**src/design/mexp_pkg.sv**
```systemverilog
// Shared constants, types and the control store for the modular exponentiation block.
package mexp_pkg;

    localparam int WORD_WIDTH_DEF = 32;

    // Configuration register indexes.
    localparam int CFG_INDEX_W = 1;
    localparam logic [CFG_INDEX_W-1:0] CFG_EXPONENT = 1'b0;
    localparam logic [CFG_INDEX_W-1:0] CFG_MODULUS  = 1'b1;

    localparam int EXPONENT_RESET = 29;
    localparam int MODULUS_RESET  = 91;

    typedef enum logic [3:0] {
        OP_NONE,
        OP_LOAD,
        OP_RED,
        OP_INIT,
        OP_SQ_START,
        OP_DBL,
        OP_ADD,
        OP_ACC_LOAD,
        OP_EXP_NEXT,
        OP_BASE_START,
        OP_OUT
    } op_t;

    typedef enum logic [3:0] {
        C_ALWAYS,
        C_NO_ITEM,
        C_TRIVIAL,
        C_RED_MORE,
        C_DBL_SKIP,
        C_MUL_MORE,
        C_BASE_MUL,
        C_EXP_MORE,
        C_OUT_BUSY
    } cond_t;

    typedef logic [3:0] step_t;

    localparam step_t S_WAIT = 4'd0;
    localparam step_t S_TRIV = 4'd1;
    localparam step_t S_RED  = 4'd2;
    localparam step_t S_INIT = 4'd3;
    localparam step_t S_SQ   = 4'd4;
    localparam step_t S_DBL  = 4'd5;
    localparam step_t S_ADD  = 4'd6;
    localparam step_t S_ACC  = 4'd7;
    localparam step_t S_EXP  = 4'd8;
    localparam step_t S_OUT  = 4'd9;
    localparam step_t S_BASE = 4'd10;

    // One control word: datapath operation, jump condition, jump target and
    // the step taken when the condition is false.
    typedef struct packed {
        op_t   op;
        cond_t cond;
        step_t jump;
        step_t fall;
    } ctrl_t;

    function automatic ctrl_t ucode(step_t pc);
        ctrl_t w;
        case (pc)
            S_WAIT:  w = '{OP_LOAD,       C_NO_ITEM,  S_WAIT, S_TRIV};
            S_TRIV:  w = '{OP_NONE,       C_TRIVIAL,  S_OUT,  S_RED};
            S_RED:   w = '{OP_RED,        C_RED_MORE, S_RED,  S_INIT};
            S_INIT:  w = '{OP_INIT,       C_ALWAYS,   S_SQ,   S_SQ};
            S_SQ:    w = '{OP_SQ_START,   C_ALWAYS,   S_DBL,  S_DBL};
            S_DBL:   w = '{OP_DBL,        C_DBL_SKIP, S_DBL,  S_ADD};
            S_ADD:   w = '{OP_ADD,        C_MUL_MORE, S_DBL,  S_ACC};
            S_ACC:   w = '{OP_ACC_LOAD,   C_BASE_MUL, S_BASE, S_EXP};
            S_EXP:   w = '{OP_EXP_NEXT,   C_EXP_MORE, S_SQ,   S_OUT};
            S_OUT:   w = '{OP_OUT,        C_OUT_BUSY, S_OUT,  S_WAIT};
            S_BASE:  w = '{OP_BASE_START, C_ALWAYS,   S_DBL,  S_DBL};
            default: w = '{OP_NONE,       C_ALWAYS,   S_WAIT, S_WAIT};
        endcase
        return w;
    endfunction

endpackage

```
**src/design/mexp_if.sv**
```systemverilog
// Valid/ready channel interfaces for message items and result items.
interface mexp_msg_if #(parameter int WORD_WIDTH = mexp_pkg::WORD_WIDTH_DEF);
    logic                  valid;
    logic                  ready;
    logic [WORD_WIDTH-1:0] message;

    modport source (output valid, output message, input ready);
    modport sink   (input valid, input message, output ready);
endinterface

interface mexp_res_if #(parameter int WORD_WIDTH = mexp_pkg::WORD_WIDTH_DEF);
    logic                  valid;
    logic                  ready;
    logic [WORD_WIDTH-1:0] power_result;

    modport source (output valid, output power_result, input ready);
    modport sink   (input valid, input power_result, output ready);
endinterface

```
**src/design/modular_exponentiation.sv**
```systemverilog
// Top level: microcoded square-and-multiply modular exponentiation.
//
//   channel    dir  handshake          payload
//   request    in   valid/ready        message
//   response   out  valid/ready        power_result
//   config     in   cfg_write          cfg_index, cfg_data (exponent, modulus)
//
// One item at a time. Zero exponent or modulus below two: from the trivial check
// straight to the output register. Otherwise the message is reduced first, then
// per exponent bit a squaring, a multiply by the base when the bit is set and a
// shift step. Each multiply runs a start step, W doublings, one add per set bit
// plus one when the last bit is clear, and a product load. Reset clears the
// sequencer and loads the key defaults; a result held in the output register
// lets the next item in.
module modular_exponentiation #(
    parameter int WORD_WIDTH = mexp_pkg::WORD_WIDTH_DEF
) (
    input  logic                             clk,
    input  logic                             rst_n,
    mexp_msg_if.sink                         request,
    mexp_res_if.source                       response,
    input  logic                             cfg_write,
    input  logic [mexp_pkg::CFG_INDEX_W-1:0] cfg_index,
    input  logic [WORD_WIDTH-1:0]            cfg_data
);

    localparam int CNT_W = $clog2(WORD_WIDTH + 1);
    localparam logic [CNT_W-1:0] CNT_FULL = CNT_W'(WORD_WIDTH);
    localparam logic [CNT_W-1:0] CNT_ONE  = CNT_W'(1);

    logic [WORD_WIDTH-1:0] exp_reg, exp_next;
    logic [WORD_WIDTH-1:0] mod_reg, mod_next;

    mexp_pkg::step_t pc_reg, pc_next;
    logic [CNT_W-1:0]      cnt_reg, cnt_next;
    logic [CNT_W-1:0]      ecnt_reg, ecnt_next;
    logic                  phase_reg, phase_next;
    logic                  addf_reg, addf_next;
    logic                  out_valid_reg, out_valid_next;

    logic [WORD_WIDTH-1:0] sh_reg, sh_next;
    logic [WORD_WIDTH-1:0] esh_reg, esh_next;
    logic [WORD_WIDTH-1:0] p_reg, p_next;
    logic [WORD_WIDTH-1:0] a_reg, a_next;
    logic [WORD_WIDTH-1:0] base_reg, base_next;
    logic [WORD_WIDTH-1:0] acc_reg, acc_next;
    logic [WORD_WIDTH-1:0] out_data_reg, out_data_next;

    mexp_pkg::ctrl_t       ctrl;
    logic                  in_accept;
    logic                  out_free;
    logic                  take;

    logic [WORD_WIDTH:0]   cand;
    logic [WORD_WIDTH+1:0] diff;
    logic [WORD_WIDTH-1:0] reduced;

    assign ctrl      = mexp_pkg::ucode(pc_reg);
    assign in_accept = request.valid && request.ready;
    assign out_free  = !out_valid_reg || response.ready;

    assign request.ready         = (pc_reg == mexp_pkg::S_WAIT);
    assign response.valid        = out_valid_reg;
    assign response.power_result = out_data_reg;

    // Shared compare-and-subtract: every value fed in is below twice the modulus.
    always_comb
    begin
        case (ctrl.op)
            mexp_pkg::OP_RED: cand = {p_reg, sh_reg[WORD_WIDTH-1]};
            mexp_pkg::OP_DBL: cand = {1'b0, p_reg} + {1'b0, p_reg};
            default:          cand = {1'b0, p_reg} + {1'b0, a_reg};
        endcase
        diff = {1'b0, cand} - {2'b00, mod_reg};
        reduced = diff[WORD_WIDTH+1] ? cand[WORD_WIDTH-1:0] : diff[WORD_WIDTH-1:0];
    end

    // Jump condition and next step.
    always_comb
    begin
        case (ctrl.cond)
            mexp_pkg::C_ALWAYS:   take = 1'b1;
            mexp_pkg::C_NO_ITEM:  take = !in_accept;
            mexp_pkg::C_TRIVIAL:  take = (exp_reg == '0) || (mod_reg <= WORD_WIDTH'(1));
            mexp_pkg::C_RED_MORE: take = (cnt_reg != CNT_ONE);
            mexp_pkg::C_DBL_SKIP: take = !sh_reg[WORD_WIDTH-1] && (cnt_reg != CNT_ONE);
            mexp_pkg::C_MUL_MORE: take = (cnt_reg != '0);
            mexp_pkg::C_BASE_MUL: take = !phase_reg && esh_reg[WORD_WIDTH-1];
            mexp_pkg::C_EXP_MORE: take = (ecnt_reg != CNT_ONE);
            mexp_pkg::C_OUT_BUSY: take = !out_free;
            default:              take = 1'b0;
        endcase
        pc_next = take ? ctrl.jump : ctrl.fall;
    end

    // Datapath driven by the control word.
    always_comb
    begin
        exp_next       = exp_reg;
        mod_next       = mod_reg;
        cnt_next       = cnt_reg;
        ecnt_next      = ecnt_reg;
        phase_next     = phase_reg;
        addf_next      = addf_reg;
        sh_next        = sh_reg;
        esh_next       = esh_reg;
        p_next         = p_reg;
        a_next         = a_reg;
        base_next      = base_reg;
        acc_next       = acc_reg;
        out_data_next  = out_data_reg;
        out_valid_next = out_valid_reg && !response.ready;

        if (cfg_write)
        begin
            case (cfg_index)
                mexp_pkg::CFG_EXPONENT: exp_next = cfg_data;
                mexp_pkg::CFG_MODULUS:  mod_next = cfg_data;
                default:                exp_next = exp_reg;
            endcase
        end

        case (ctrl.op)
            mexp_pkg::OP_LOAD:
            begin
                if (in_accept)
                begin
                    sh_next  = request.message;
                    p_next   = '0;
                    cnt_next = CNT_FULL;
                    // Trivial cases leave their answer here: one for a zero
                    // exponent, zero for a modulus below two.
                    acc_next = (exp_reg == '0) ? WORD_WIDTH'(1) : '0;
                end
            end
            mexp_pkg::OP_RED:
            begin
                p_next   = reduced;
                sh_next  = sh_reg << 1;
                cnt_next = cnt_reg - CNT_ONE;
            end
            mexp_pkg::OP_INIT:
            begin
                base_next = p_reg;
                acc_next  = WORD_WIDTH'(1);
                esh_next  = exp_reg;
                ecnt_next = CNT_FULL;
            end
            mexp_pkg::OP_SQ_START:
            begin
                a_next     = acc_reg;
                sh_next    = acc_reg;
                p_next     = '0;
                cnt_next   = CNT_FULL;
                phase_next = 1'b0;
            end
            mexp_pkg::OP_BASE_START:
            begin
                a_next     = base_reg;
                sh_next    = acc_reg;
                p_next     = '0;
                cnt_next   = CNT_FULL;
                phase_next = 1'b1;
            end
            mexp_pkg::OP_DBL:
            begin
                p_next    = reduced;
                sh_next   = sh_reg << 1;
                cnt_next  = cnt_reg - CNT_ONE;
                addf_next = sh_reg[WORD_WIDTH-1];
            end
            mexp_pkg::OP_ADD:
            begin
                if (addf_reg)
                begin
                    p_next = reduced;
                end
            end
            mexp_pkg::OP_ACC_LOAD:
            begin
                acc_next = p_reg;
            end
            mexp_pkg::OP_EXP_NEXT:
            begin
                esh_next  = esh_reg << 1;
                ecnt_next = ecnt_reg - CNT_ONE;
            end
            mexp_pkg::OP_OUT:
            begin
                if (out_free)
                begin
                    out_valid_next = 1'b1;
                    out_data_next  = acc_reg;
                end
            end
            default:
            begin
                p_next = p_reg;
            end
        endcase
    end

    always_ff @(posedge clk or negedge rst_n)
    begin
        if (!rst_n)
        begin
            exp_reg       <= WORD_WIDTH'(mexp_pkg::EXPONENT_RESET);
            mod_reg       <= WORD_WIDTH'(mexp_pkg::MODULUS_RESET);
            pc_reg        <= mexp_pkg::S_WAIT;
            cnt_reg       <= '0;
            ecnt_reg      <= '0;
            phase_reg     <= 1'b0;
            addf_reg      <= 1'b0;
            out_valid_reg <= 1'b0;
        end
        else
        begin
            exp_reg       <= exp_next;
            mod_reg       <= mod_next;
            pc_reg        <= pc_next;
            cnt_reg       <= cnt_next;
            ecnt_reg      <= ecnt_next;
            phase_reg     <= phase_next;
            addf_reg      <= addf_next;
            out_valid_reg <= out_valid_next;
        end
    end

    always_ff @(posedge clk)
    begin
        sh_reg       <= sh_next;
        esh_reg      <= esh_next;
        p_reg        <= p_next;
        a_reg        <= a_next;
        base_reg     <= base_next;
        acc_reg      <= acc_next;
        out_data_reg <= out_data_next;
    end

endmodule

```
**src/flat_wrapper.sv**
```systemverilog
// flat-port wrapper written by rule: the top's interface ports become plain ports
module modular_exponentiation_flat 
#(
    parameter int WORD_WIDTH = mexp_pkg::WORD_WIDTH_DEF
)
  (clk, rst_n, cfg_write, cfg_index, cfg_data, request_valid, request_message, request_ready, response_valid, response_power_result, response_ready);
  mexp_msg_if #(.WORD_WIDTH(WORD_WIDTH)) request_i ();
  mexp_res_if #(.WORD_WIDTH(WORD_WIDTH)) response_i ();
  input  logic clk;
  input  logic rst_n;
  input  logic cfg_write;
  input  logic [mexp_pkg::CFG_INDEX_W-1:0] cfg_index;
  input  logic [WORD_WIDTH-1:0] cfg_data;
  input wire logic [$bits(request_i.valid)-1:0] request_valid;
  input wire logic [$bits(request_i.message)-1:0] request_message;
  output wire logic [$bits(request_i.ready)-1:0] request_ready;
  output wire logic [$bits(response_i.valid)-1:0] response_valid;
  output wire logic [$bits(response_i.power_result)-1:0] response_power_result;
  input wire logic [$bits(response_i.ready)-1:0] response_ready;
  assign request_i.valid = request_valid;
  assign request_i.message = request_message;
  assign request_ready = request_i.ready;
  assign response_valid = response_i.valid;
  assign response_power_result = response_i.power_result;
  assign response_i.ready = response_ready;
  modular_exponentiation #(.WORD_WIDTH(WORD_WIDTH)) u_core (.clk(clk), .rst_n(rst_n), .request(request_i), .response(response_i), .cfg_write(cfg_write), .cfg_index(cfg_index), .cfg_data(cfg_data));
endmodule
```
**config.mk**
```make
export PLATFORM = sky130hd
export DESIGN_NAME = modular_exponentiation_flat
export DESIGN_NICKNAME = d
export VERILOG_FILES = /design/src/design/mexp_pkg.sv /design/src/design/mexp_if.sv /design/src/design/modular_exponentiation.sv /design/src/flat_wrapper.sv
export SDC_FILE = /design/constraint.sdc
export NUM_CORES = 1
export LEC_CHECK = 0
export BUFFER_PORTS_ARGS = -buffer_cell sky130_fd_sc_hd__buf_2
export CORE_UTILIZATION = 45
export DETAILED_ROUTE_END_ITERATION = 6
export PLACE_DENSITY_LB_ADDON = 0.08
export SYNTH_ARGS = -nofsm -noshare
export SYNTH_HDL_FRONTEND = slang
export SYNTH_SLANG_ARGS = --single-unit
```
**constraint.sdc**
```tcl
create_clock -name clk -period 18.2 [get_ports clk]
set_clock_uncertainty 0.05 [all_clocks]
set_input_delay 2.73 -clock clk [delete_from_list [all_inputs] [get_ports clk]]
set_output_delay 2.73 -clock clk [all_outputs]
set_load 0.005 [all_outputs]
```
# Word level (Yosys, flattened, before mapping)
# Memories as Yosys holds them, arrays and structs flattened.
# Cells that the tools add are included.
# totals
regBits	307
romBits	256
latchBits	0
input_bits	70
elab_cells	94
ram_bits	0
n_memories	1
# op_classes
n_bitwise	1
n_reduce_logical	29
add_sub_neg	5
magnitude_cmp	1
eq_ne	22
div_mod_pow	0
mux	20
shift	0
multipliers	0
# mem_list
memory	words	width	rd	rd_clocked_by_memory_dff	wr	line_no	source
(no name shown)	16	16	1	0	0	mexp_pkg.sv:65	case (pc)
# op_table
op	n
case mux 32 bit (3 select lines)	2
2-to-1 mux 32 bit	5
case mux 32 bit (2 select lines)	2
case mux 32 bit (4 select lines)	1
adder 32 x 32 -> 33 bit	2
case mux 33 bit (2 select lines)	1
subtractor 33 x 32 -> 34 bit	1
== test 4 x 3 -> 1 bit, second input constant	8
<= comparator 32 x 1 -> 1 bit, second input constant	1
zero test 32 bit	1
case mux 6 bit (3 select lines)	1
== test 4 x 2 -> 1 bit, second input constant	4
== test 4 bit, second input constant	4
inequality test 6 x 1 -> 1 bit, second input constant	2
case mux 6 bit (2 select lines)	1
subtractor 6 x 1 -> 6 bit, second input constant	2
AND reduction 2 bit	5
case mux 1 bit (9 select lines)	1
== test 4 x 1 -> 1 bit, second input constant	2
zero test 4 bit	2
zero test 1 bit	6
2-to-1 mux 6 bit	1
nonzero test 3 bit	2
nonzero test 6 bit	1
11 further kinds	20

# Depth between registers and ports, before layout
# Gate-level depths: netlist of the first run.
# An unclocked memory read counts as a cell.
# logic_depth
depth_word	7
depth_mapped	28
ltp_nobuf	25

# Worst setup path after synthesis of the first run
# No wires, ideal clock.
# synth_path
path_kind	flip-flop to flip-flop
startpoint	reg u_core.pc_reg[3]
endpoint	reg u_core.p_reg[31] (data pin)
slack_ns	12.063
setup_ns	0.257
path_stages_with_launch	27
t_arrival_ns	5.830
required_ns	17.893
path_cell_list	dfrtp_1 > buf_2 > nand2b_1 > clkbuf_1 > nor2_1 > clkbuf_1 > mux2_2 > ha_1 > inv_1 > fa_1 > nor2b_1 > o31ai_2 > a2111oi_0 > nor2_1 > o21ai_0 > xnor2_1 > a21oi_1 > ha_1 > a211o_1 > a311o_1 > a22oi_1 > a21oi_1 > nor2_1 > o31a_1 > a21boi_0 > or4b_1 > o2111a_1
# synth_via
elab_chain_cells	7
# synth_lines
element	line_no	source
start, declared	modular_exponentiation.sv:34	mexp_pkg::step_t pc_reg, pc_next;
start signal, assigned	modular_exponentiation.sv:209	pc_reg <= mexp_pkg::S_WAIT;
start signal, assigned	modular_exponentiation.sv:220	pc_reg <= pc_next;
memory (16 x 16 bit) (*)	n/a	
== test 4 x 3 -> 1 bit or == test 4 x 2 -> 1 bit (tied branches)	modular_exponentiation.sv:69, modular_exponentiation.sv:123	
case mux 33 bit (2 select lines)	modular_exponentiation.sv:69	case (ctrl.op)
subtractor 33 x 32 -> 34 bit	modular_exponentiation.sv:74	diff = {1'b0, cand} - {2'b00, mod_reg};
2-to-1 mux 32 bit	modular_exponentiation.sv:75	reduced = diff[WORD_WIDTH+1] ? cand[WORD_WIDTH-1:0] : diff[WORD_WIDTH-1:0];
2-to-1 mux 32 bit	modular_exponentiation.sv:174	if (addf_reg)
case mux 32 bit (4 select lines) (*)	modular_exponentiation.sv:123	case (ctrl.op)
end signal, assigned	modular_exponentiation.sv:233	p_reg <= p_next;
end, declared	modular_exponentiation.sv:43	logic [WORD_WIDTH-1:0] p_reg, p_next;
# Mark *: on every way between the ends. The rest lies on a longest branch, timed or not. The select of a mux whose other input is x is not followed.
# A chain may end at the register's enable or synchronous reset.

# Worst setup path after layout of the first run
# layout_path
startpoint	reg u_core.pc_reg[2]
endpoint	reg u_core.p_reg[18] (data pin)
# The elaborated chain is that of the path after synthesis.

==> flow_summary.json, run 1 <==
{
  "first_global_vias": 11330,
  "grt_overflow": 0,
  "via_count": 11700,
  "firstDrtPassIters": 5,
  "antenna_cells": 0,
  "ys_seq_area_frac": 0.5227,
  "hold_viol": 0,
  "critPathBufInv": 3,
  "start_kind": "flop",
  "synth_edf_count": 224,
  "cts-resized-gates": 0,
  "rows": 70,
  "async_flop_share": 0.2704,
  "maxCapViolations": 0,
  "nFillCells": 3324,
  "maxSlewViolCount": 0,
  "cts.clk_slew.worst_paths_ns": 0.06,
  "hold_path.class": "reg -> reg",
  "root_buffer": "clkbuf_16",
  "yosysTopAreaCellShare": 0.3989,
  "insertion_delay_ns": 0.54,
  "grt_max_degree": 65,
  "postCtsSetupBuffers": 0,
  "finalSetupTns_ns": 0,
  "remaining_drc_errors": 0,
  "synth_cell_type_count": 71,
  "numCtsBuffers": 35,
  "r2r_end": "u_core.p_reg[18]",
  "crit_arrival_ns": 7.30,
  "timing.final.crit_share": 0.3889,
  "worstPathMaxFanout": 34,
  "rsz0062_at_grt": "false",
  "setup_viol": 0,
  "globalplace.congestion": 0.8955,
  "r2r_cells": 26,
  "vias_per_cell": 5.489,
  "drive_gt1_frac": 0.2099,
  "holdCritStartpoint": "u_core.acc_reg[13]",
  "timing.critical_path.mode_cell": "nor2_1",
  "hpwl_um": 28040,
  "cts.sinks": 307,
  "crit_type": "reg -> reg",
  "synth_largest_area_cell": "edfxtp_1",
  "cts_tree": "yes",
  "yosysMostFrequentCell": "nand2_1",
  "synth.cells.most_frequent": "nand2_1 (233), edfxtp_1 (224), mux2_2 (131)",
  "synth_area_um2": 16860,
  "initial_core_util": 0.4595,
  "tightest_slew_ns": 1.232,
  "synthTopCellsByArea": "edfxtp_1 (40%), dfrtp_1 (11%), mux2_2 (8.7%), ha_1 (5.4%), nand2_1 (5.2%)",
  "fp.dieH_um": 195.6,
  "clockBufferDepth": 3,
  "utilization": 0.5176,
  "holdPathStages": 0,
  "status": "finished clean",
  "fin_crit_ns": 7.078,
  "cp-end-kind": "flop",
  "slew_headroom": 0.1777,
  "grt_pass1_wl_um": 63010,
  "reg2reg_from": "u_core.pc_reg[2]",
  "io_pins": 104,
  "fmaxAchievable_mhz": 141.3,
  "synth_flop_cell": "edfxtp_1",
  "multi_input_area_um2": 7626,
  "antenna_found_initial": 0,
  "die_width_um": 195.6,
  "cp_top_family": "compound AO/OA/AOI/OAI gates",
  "grt_usage": 0.2092,
  "synth_seq_cells": 307,
  "synthCells": 1544,
  "cp_slowest_cell": "dfrtp_1",
  "h-tree-depth": 2,
  "cpPeakStageDelay_ns": 0.70,
  "drt_iter0_drc": 673,
  "wl_um": 39060,
  "cp.depth": 26,
  "synth_area_per_cell_um2": 10.92,
  "ys_warn_count": 0,
  "regArea_um2": 8815,
  "postCtsHoldBufs": 0,
  "syn_to_final_growth_pct": 12.64,
  "wl_per_cell_um": 18.33,
  "reg2reg_slack_ns": 11.12,
  "syn_nets": 1689,
  "crit_required_ns": 18.42,
  "hold_end": "u_core.response.power_result[13]",
  "core_area_um2": 36700,
  "die_area_um2": 38250,
  "nNetsFinal": 1783,
  "io_buffers": 103,
  "ant_nets": 0
}
[worst max-delay path by stage]
stage	start	endpoint
after floorplan	u_core.pc_reg[3]	u_core.p_reg[31]
after global placement	u_core.pc_reg[2]	u_core.p_reg[31]
after detailed placement	u_core.pc_reg[2]	u_core.p_reg[31]
after CTS	u_core.pc_reg[2]	u_core.p_reg[31]
after global routing	u_core.pc_reg[2]	u_core.p_reg[16]
final	u_core.pc_reg[2]	u_core.p_reg[18]
[metal layers]
layer	vias to the layer above	wire length, um	part of all wire	global-route usage
met3	52	1466	0.038	0.02798
met5	-	0	0	0
met2	248	16520	0.42	0.3104
met1	5552	20390	0.52	0.3196
met4	0	682	0.017	0.05541
li1	5846	-	-	-
[cells by family (layout without fill, tap and decap cells)]
group	Yosys count	after routing	synth area share
adders and majority gates	75	75	0.05654
buffers and inverters	121	240	0.02849
muxes	153	153	0.1005
and+or+nand+nor	511	511	0.1377
DFF	307	307	0.5227
AOI/OAI and AO/OA	328	328	0.1285
xor gates and xnor gates	49	49	0.02545
[layout make-up]
class                   instances  share of cell area
well taps                     468             0.03083
clock buffers                  48             0.05198
clock inverters                14            0.005534
inverters                      55             0.01087
repair buffers                123             0.03518
flip-flops and latches        307              0.4641
multi-input cells            1116              0.4015
[layout by cell type (no fill, tap or decap), drive strengths merged, types with 32 or more instances in the layout]
master,n
nand2,233
edfxtp,224
mux2,131
buf,123
nor2,110
a21oi,92
dfrtp,74
ha,73
o21ai,64
inv,55
clkbuf,48
and2,34
a22oi,32
[stage by stage]
step                area, um2  setup WS (ns)  std cells  hold slack (ns)
CTS                     18990          11.16       2131           0.4394
global route            18990          10.55       2131           0.4473
floorplan               16860          12.06       1544           0.3944
detailed placement      17900          11.18       2069           0.4266
finish                  18990          11.12       2131           0.4304
global placement        17900          11.32       2069           0.4207
Power of run 1 is left out: the tool's default activity adds up to more than one toggle a clock period on the data nets, which glitch-free logic cannot reach.
==> run 2, diff against run 1 <==
==> constraint.sdc (replaced) <==
create_clock -name clk -period 5.7 [get_ports clk]
set_clock_uncertainty 0.05 [all_clocks]
set_input_delay 0.855 -clock clk [delete_from_list [all_inputs] [get_ports clk]]
set_output_delay 0.855 -clock clk [all_outputs]
set_load 0.005 [all_outputs]
==> run 2 against run 1 <==
Hold slack got worse by 0.0021 ns; utilization rose by 4.7 points; via count rose by 4.8%; register-to-register slack got worse by 11 ns; critical path type unchanged.
==> flow_summary.json, run 2 (synthesis results as in run 1) <==
{
  "drive_gt1_frac": 0.3153,
  "h-tree-depth": 2,
  "final_cell_mix": "nand2_1 (230), edfxtp_1 (224), buf_4 (158)",
  "worstPathMaxFanout": 7,
  "start_kind": "flop",
  "r2r_cells": 25,
  "hold_path.class": "reg -> reg",
  "ant_nets": 0,
  "grt_pass1_wl_um": 64720,
  "firstDrtPassIters": 5,
  "finalSetupTns_ns": 0,
  "multi_input_area_um2": 8122,
  "nNetsFinal": 1931,
  "first_global_vias": 11790,
  "post-place-ws_ns": -0.2582,
  "cts_tree": "yes",
  "cts.clk_slew.worst_paths_ns": 0.06,
  "final_common_cell": "nand2_1",
  "rows": 70,
  "crit_required_ns": 6.03,
  "hold_viol": 0,
  "grt_overflow": 0,
  "initial_core_util": 0.4595,
  "hpwl_um": 29780,
  "cp-end-kind": "flop",
  "io_buffers": 103,
  "grt_usage": 0.2145,
  "syn_to_final_growth_pct": 22.86,
  "setup_viol": 0,
  "fin_crit_ns": 5.655,
  "cts.sinks": 307,
  "vias_per_cell": 5.380,
  "wl_um": 41260,
  "tightest_slew_ns": 1.084,
  "wl_per_cell_um": 18.10,
  "rsz0062_at_grt": "true",
  "clockBufferDepth": 3,
  "insertion_delay_ns": 0.53,
  "io_pins": 104,
  "timing.final.crit_share": 0.9921,
  "fp.dieH_um": 195.6,
  "root_buffer": "clkbuf_16",
  "nFillCells": 3225,
  "die_width_um": 195.6,
  "maxSlewViolCount": 0,
  "globalplace.congestion": 0.8709,
  "fmaxAchievable_mhz": 176.8,
  "antenna_found_initial": 0,
  "postCtsHoldBufs": 0,
  "holdPathStages": 0,
  "grt_max_degree": 84,
  "crit_type": "reg -> reg",
  "core_area_um2": 36700,
  "numCtsBuffers": 35,
  "status": "finished clean",
  "remaining_drc_errors": 0,
  "maxCapViolations": 0,
  "via_count": 12260,
  "fin_hold_ws_ns": 0.4283,
  "antenna_cells": 0,
  "crit_arrival_ns": 5.99,
  "setup_slack_ns": 0.04528,
  "slew_headroom": 0.2775,
  "drt_iter0_drc": 657,
  "regArea_um2": 8815,
  "die_area_um2": 38250
}
[run 2: final timing paths]
path / from / end / slack [ns]
worst max-delay path: u_core.pc_reg[1] / u_core.p_reg[7] / 0.05
worst min-delay path: u_core.acc_reg[2] / u_core.response.power_result[2] / 0.43
worst max register to register: u_core.pc_reg[1] / u_core.p_reg[7] / 0.05
worst min register to register: u_core.acc_reg[2] / u_core.response.power_result[2] / 0.43
max in group asynchronous: rst_n / u_core.mod_reg[25] / 4.44
min in group asynchronous: rst_n / u_core.exp_reg[1] / 0.49
[run 2: worst max-delay path, stage by stage (launching register included)]
cell and delay (ns):
dfrtp_1 0.38, inv_2 0.08, nand2_4 0.05, nor2_4 0.18, buf_12 0.14, buf_12 0.11
mux2_4 0.31, ha_4 0.26, nand4_1 0.13, or4_4 0.58, a211oi_4 0.25, nand2b_4 0.22
nor2_4 0.03, o31ai_2 0.23, xor2_1 0.10, mux2_4 0.30, ha_4 0.28, nand2_1 0.09
o21ai_0 0.21, a21o_1 0.12, nor2_2 0.05, o31a_1 0.33, buf_4 0.15, a21o_4 0.23
or4_4 0.52, a21oi_2 0.12
[run 2: area by class of cell]
cell class / count / area share
inverter: 55 / 0.009965
timing repair buffer: 271 / 0.09168
clock buffer: 44 / 0.04644
clock inverter: 18 / 0.006160
multi-input combinational: 1116 / 0.3920
tap: 468 / 0.02826
sequential: 307 / 0.4255
[run 2: per-layer routing]
layer | track usage | wire length [um]
met5 | 0 | 0
met4 | 0.05862 | 712
met3 | 0.02850 | 1693
met2 | 0.3155 | 17680
met1 | 0.3293 | 21180
[run 2: stage by stage]
step	std cells	util	area, um2
2_1_floorplan	1544	-	16910
3_5_place_dp	2188	0.5137	18850
5_1_grt	2279	0.5645	20720
4_1_cts	2257	0.5473	20090
3_3_place_gp	2188	0.5137	18850
6_report	2279	0.5645	20720
[run 2: timing repair]
action | in CTS | in global routing
resized for setup | 18 | 84
gates cloned | 1 | 3
pin swaps | 7 | 52
setup endpoints to repair | 31 | 32
buffers inserted | 6 | 19
Power of run 2 is left out for the same reason.
==> run 3, diff against run 2 <==
--- a/config.mk
+++ b/config.mk
@@ -6,8 +6,10 @@
 export NUM_CORES = 1
 export LEC_CHECK = 0
 export BUFFER_PORTS_ARGS = -buffer_cell sky130_fd_sc_hd__buf_2
-export CORE_UTILIZATION = 45
+export CORE_UTILIZATION = 40
+export CTS_BUF_LIST = sky130_fd_sc_hd__clkbuf_4
 export DETAILED_ROUTE_END_ITERATION = 6
+export HOLD_SLACK_MARGIN = 0.12
 export PLACE_DENSITY_LB_ADDON = 0.08
 export SYNTH_ARGS = -nofsm -noshare
 export SYNTH_HDL_FRONTEND = slang
==> run 3 against run 2 <==
The flow now finishes with violations (setup timing); cell area grew 1.2%; utilization shrank 5.6 points; global-route usage shrank 1.5 points; wire length grew 3.7%; fmax shrank 0.82%; critical path depth is the same; setup slack lost 0.047 ns; count of clock-buffer cells in the layout grew 90; hold slack lost 0.14 ns; highest routed layer unchanged.
==> flow_summary.json, run 3 (synthesis results as in run 1) <==
{
  "hold_viol": 0,
  "grt_pass1_wl_um": 68280,
  "rsz0062_at_grt": "true",
  "setup_viol": 1,
  "firstDrtPassIters": 5,
  "remaining_drc_errors": 0,
  "nNetsFinal": 1985,
  "final_cell_area_um2": 20960,
  "die_area_um2": 42980,
  "core_area_um2": 41200,
  "fmaxAchievable_mhz": 175.4,
  "antenna_found_initial": 1,
  "cp_top_family": "simple AND/OR/NAND/NOR gates",
  "wl_um": 42790,
  "setup_slack_ns": -0.001315,
  "critPathBufInv": 5,
  "clockBufferDepth": 3,
  "vias_per_cell": 5.225,
  "utilization": 0.5087,
  "fin_crit_ns": 5.701,
  "timing.final.crit_share": 1.000,
  "hold_path.class": "in -> reg",
  "maxSlewViolCount": 0,
  "final_common_cell": "nand2_1",
  "first_global_vias": 12440,
  "cpPeakStageDelay_ns": 0.54,
  "drt_iter0_drc": 579,
  "syn_to_final_growth_pct": 24.29,
  "wl_per_cell_um": 17.51,
  "initial_core_util": 0.4093,
  "crit_required_ns": 6.25,
  "post_dp_cell_area_um2": 18960,
  "finalSetupTns_ns": -0.001315,
  "maxCapViolations": 0,
  "grt_max_degree": 71,
  "cp_slowest_cell": "or4_4",
  "die_width_um": 207.3,
  "worstPathMaxFanout": 6,
  "io_buffers": 103,
  "via_count": 12770,
  "drive_gt1_frac": 0.3600,
  "globalplace.congestion": 0.8481,
  "numCtsBuffers": 86,
  "place_inst": 2257,
  "tightest_slew_ns": 1.223,
  "h-tree-depth": 3,
  "hpwl_um": 30420,
  "status": "finished with violations",
  "crit_type": "reg -> reg",
  "start_kind": "flop",
  "slew_headroom": 0.1839,
  "grt_overflow": 0,
  "root_buffer": "clkbuf_4",
  "insertion_delay_ns": 0.76,
  "violations": "setup timing",
  "cts_tree": "yes",
  "timing.critical_path.mode_cell": "buf_6",
  "fp.dieH_um": 207.3,
  "io_pins": 104,
  "rows": 74,
  "crit_arrival_ns": 6.25,
  "final_cells": 2444,
  "grt_usage": 0.1995,
  "final_cell_mix": "nand2_1 (227), edfxtp_1 (224), buf_4 (161)",
  "cts.sinks": 307,
  "ant_nets": 0,
  "cp-end-kind": "flop",
  "nFillCells": 3775,
  "cts.clk_slew.worst_paths_ns": 0.06
}
## run 3: cell types whose count changed in the layout (fill, tap and decap cells not counted), sizes merged
cell and delta:
bufinv -1, buf +3, clkinvlp -2, dlygate4sd3 +1, diode +1, clkinv +10, clkbuf +89
## run 3: stage by stage
step,hold WS (ns),setup slack (ns)
finish,0.2868,-0.001315
global route,0.2270,-0.1865
CTS,0.2027,-0.04563
detailed placement,0.4210,-0.2650
global placement,0.4143,-0.1846
floorplan,0.3944,0.02412
## run 3: final timing paths
kind / cells past startpoint / slack, ns / end / start
worst max-delay path: 25 / -0.001 / u_core.p_reg[7] / u_core.pc_reg[3]
worst min-delay path: 2 / 0.29 / u_core.mod_reg[0] / cfg_data[0]
worst max register to register: 25 / -0.001 / u_core.p_reg[7] / u_core.pc_reg[3]
worst min register to register: 0 / 0.42 / u_core.response.power_result[16] / u_core.acc_reg[16]
max in group asynchronous: 3 / 3.94 / u_core.mod_reg[29] / rst_n
min in group asynchronous: 2 / 0.45 / u_core.addf_reg / rst_n
## run 3: routing by layer
| metal | vias to the layer above | GRT usage | share of wire |
|---|---|---|---|
| met2 | 309 | 0.2970 | 0.43 |
| met3 | 52 | 0.03495 | 0.039 |
| met4 | 0 | 0.06511 | 0.015 |
| li1 | 6321 | - | - |
| met5 | - | 0 | 0 |
| met1 | 6087 | 0.2928 | 0.51 |
## run 3: what timing repair did
item | in CTS | in global routing
cloned | 0 | 1
buffers inserted | 13 | 12
hold endpoints to repair | 13 | 0
hold buffers | 1 | 0
gates resized for setup | 38 | 104
pin swaps | 18 | 55
setup endpoints to repair | 32 | 32
## run 3: area by class of cell
cell class | instances | area (um2) | area share
clock inverters | 25 | 107.6 | 0.005134
diodes | 1 | 2.502 | 0.0001194
flip-flops and latches | 307 | 8815 | 0.4206
repair buffers | 274 | 1873 | 0.08937
clock buffers | 134 | 1006 | 0.04800
multi-input cells | 1116 | 8282 | 0.3952
well taps | 532 | 665.6 | 0.03176
inverters | 55 | 206.4 | 0.009851
Power of run 3 is left out for the same reason.
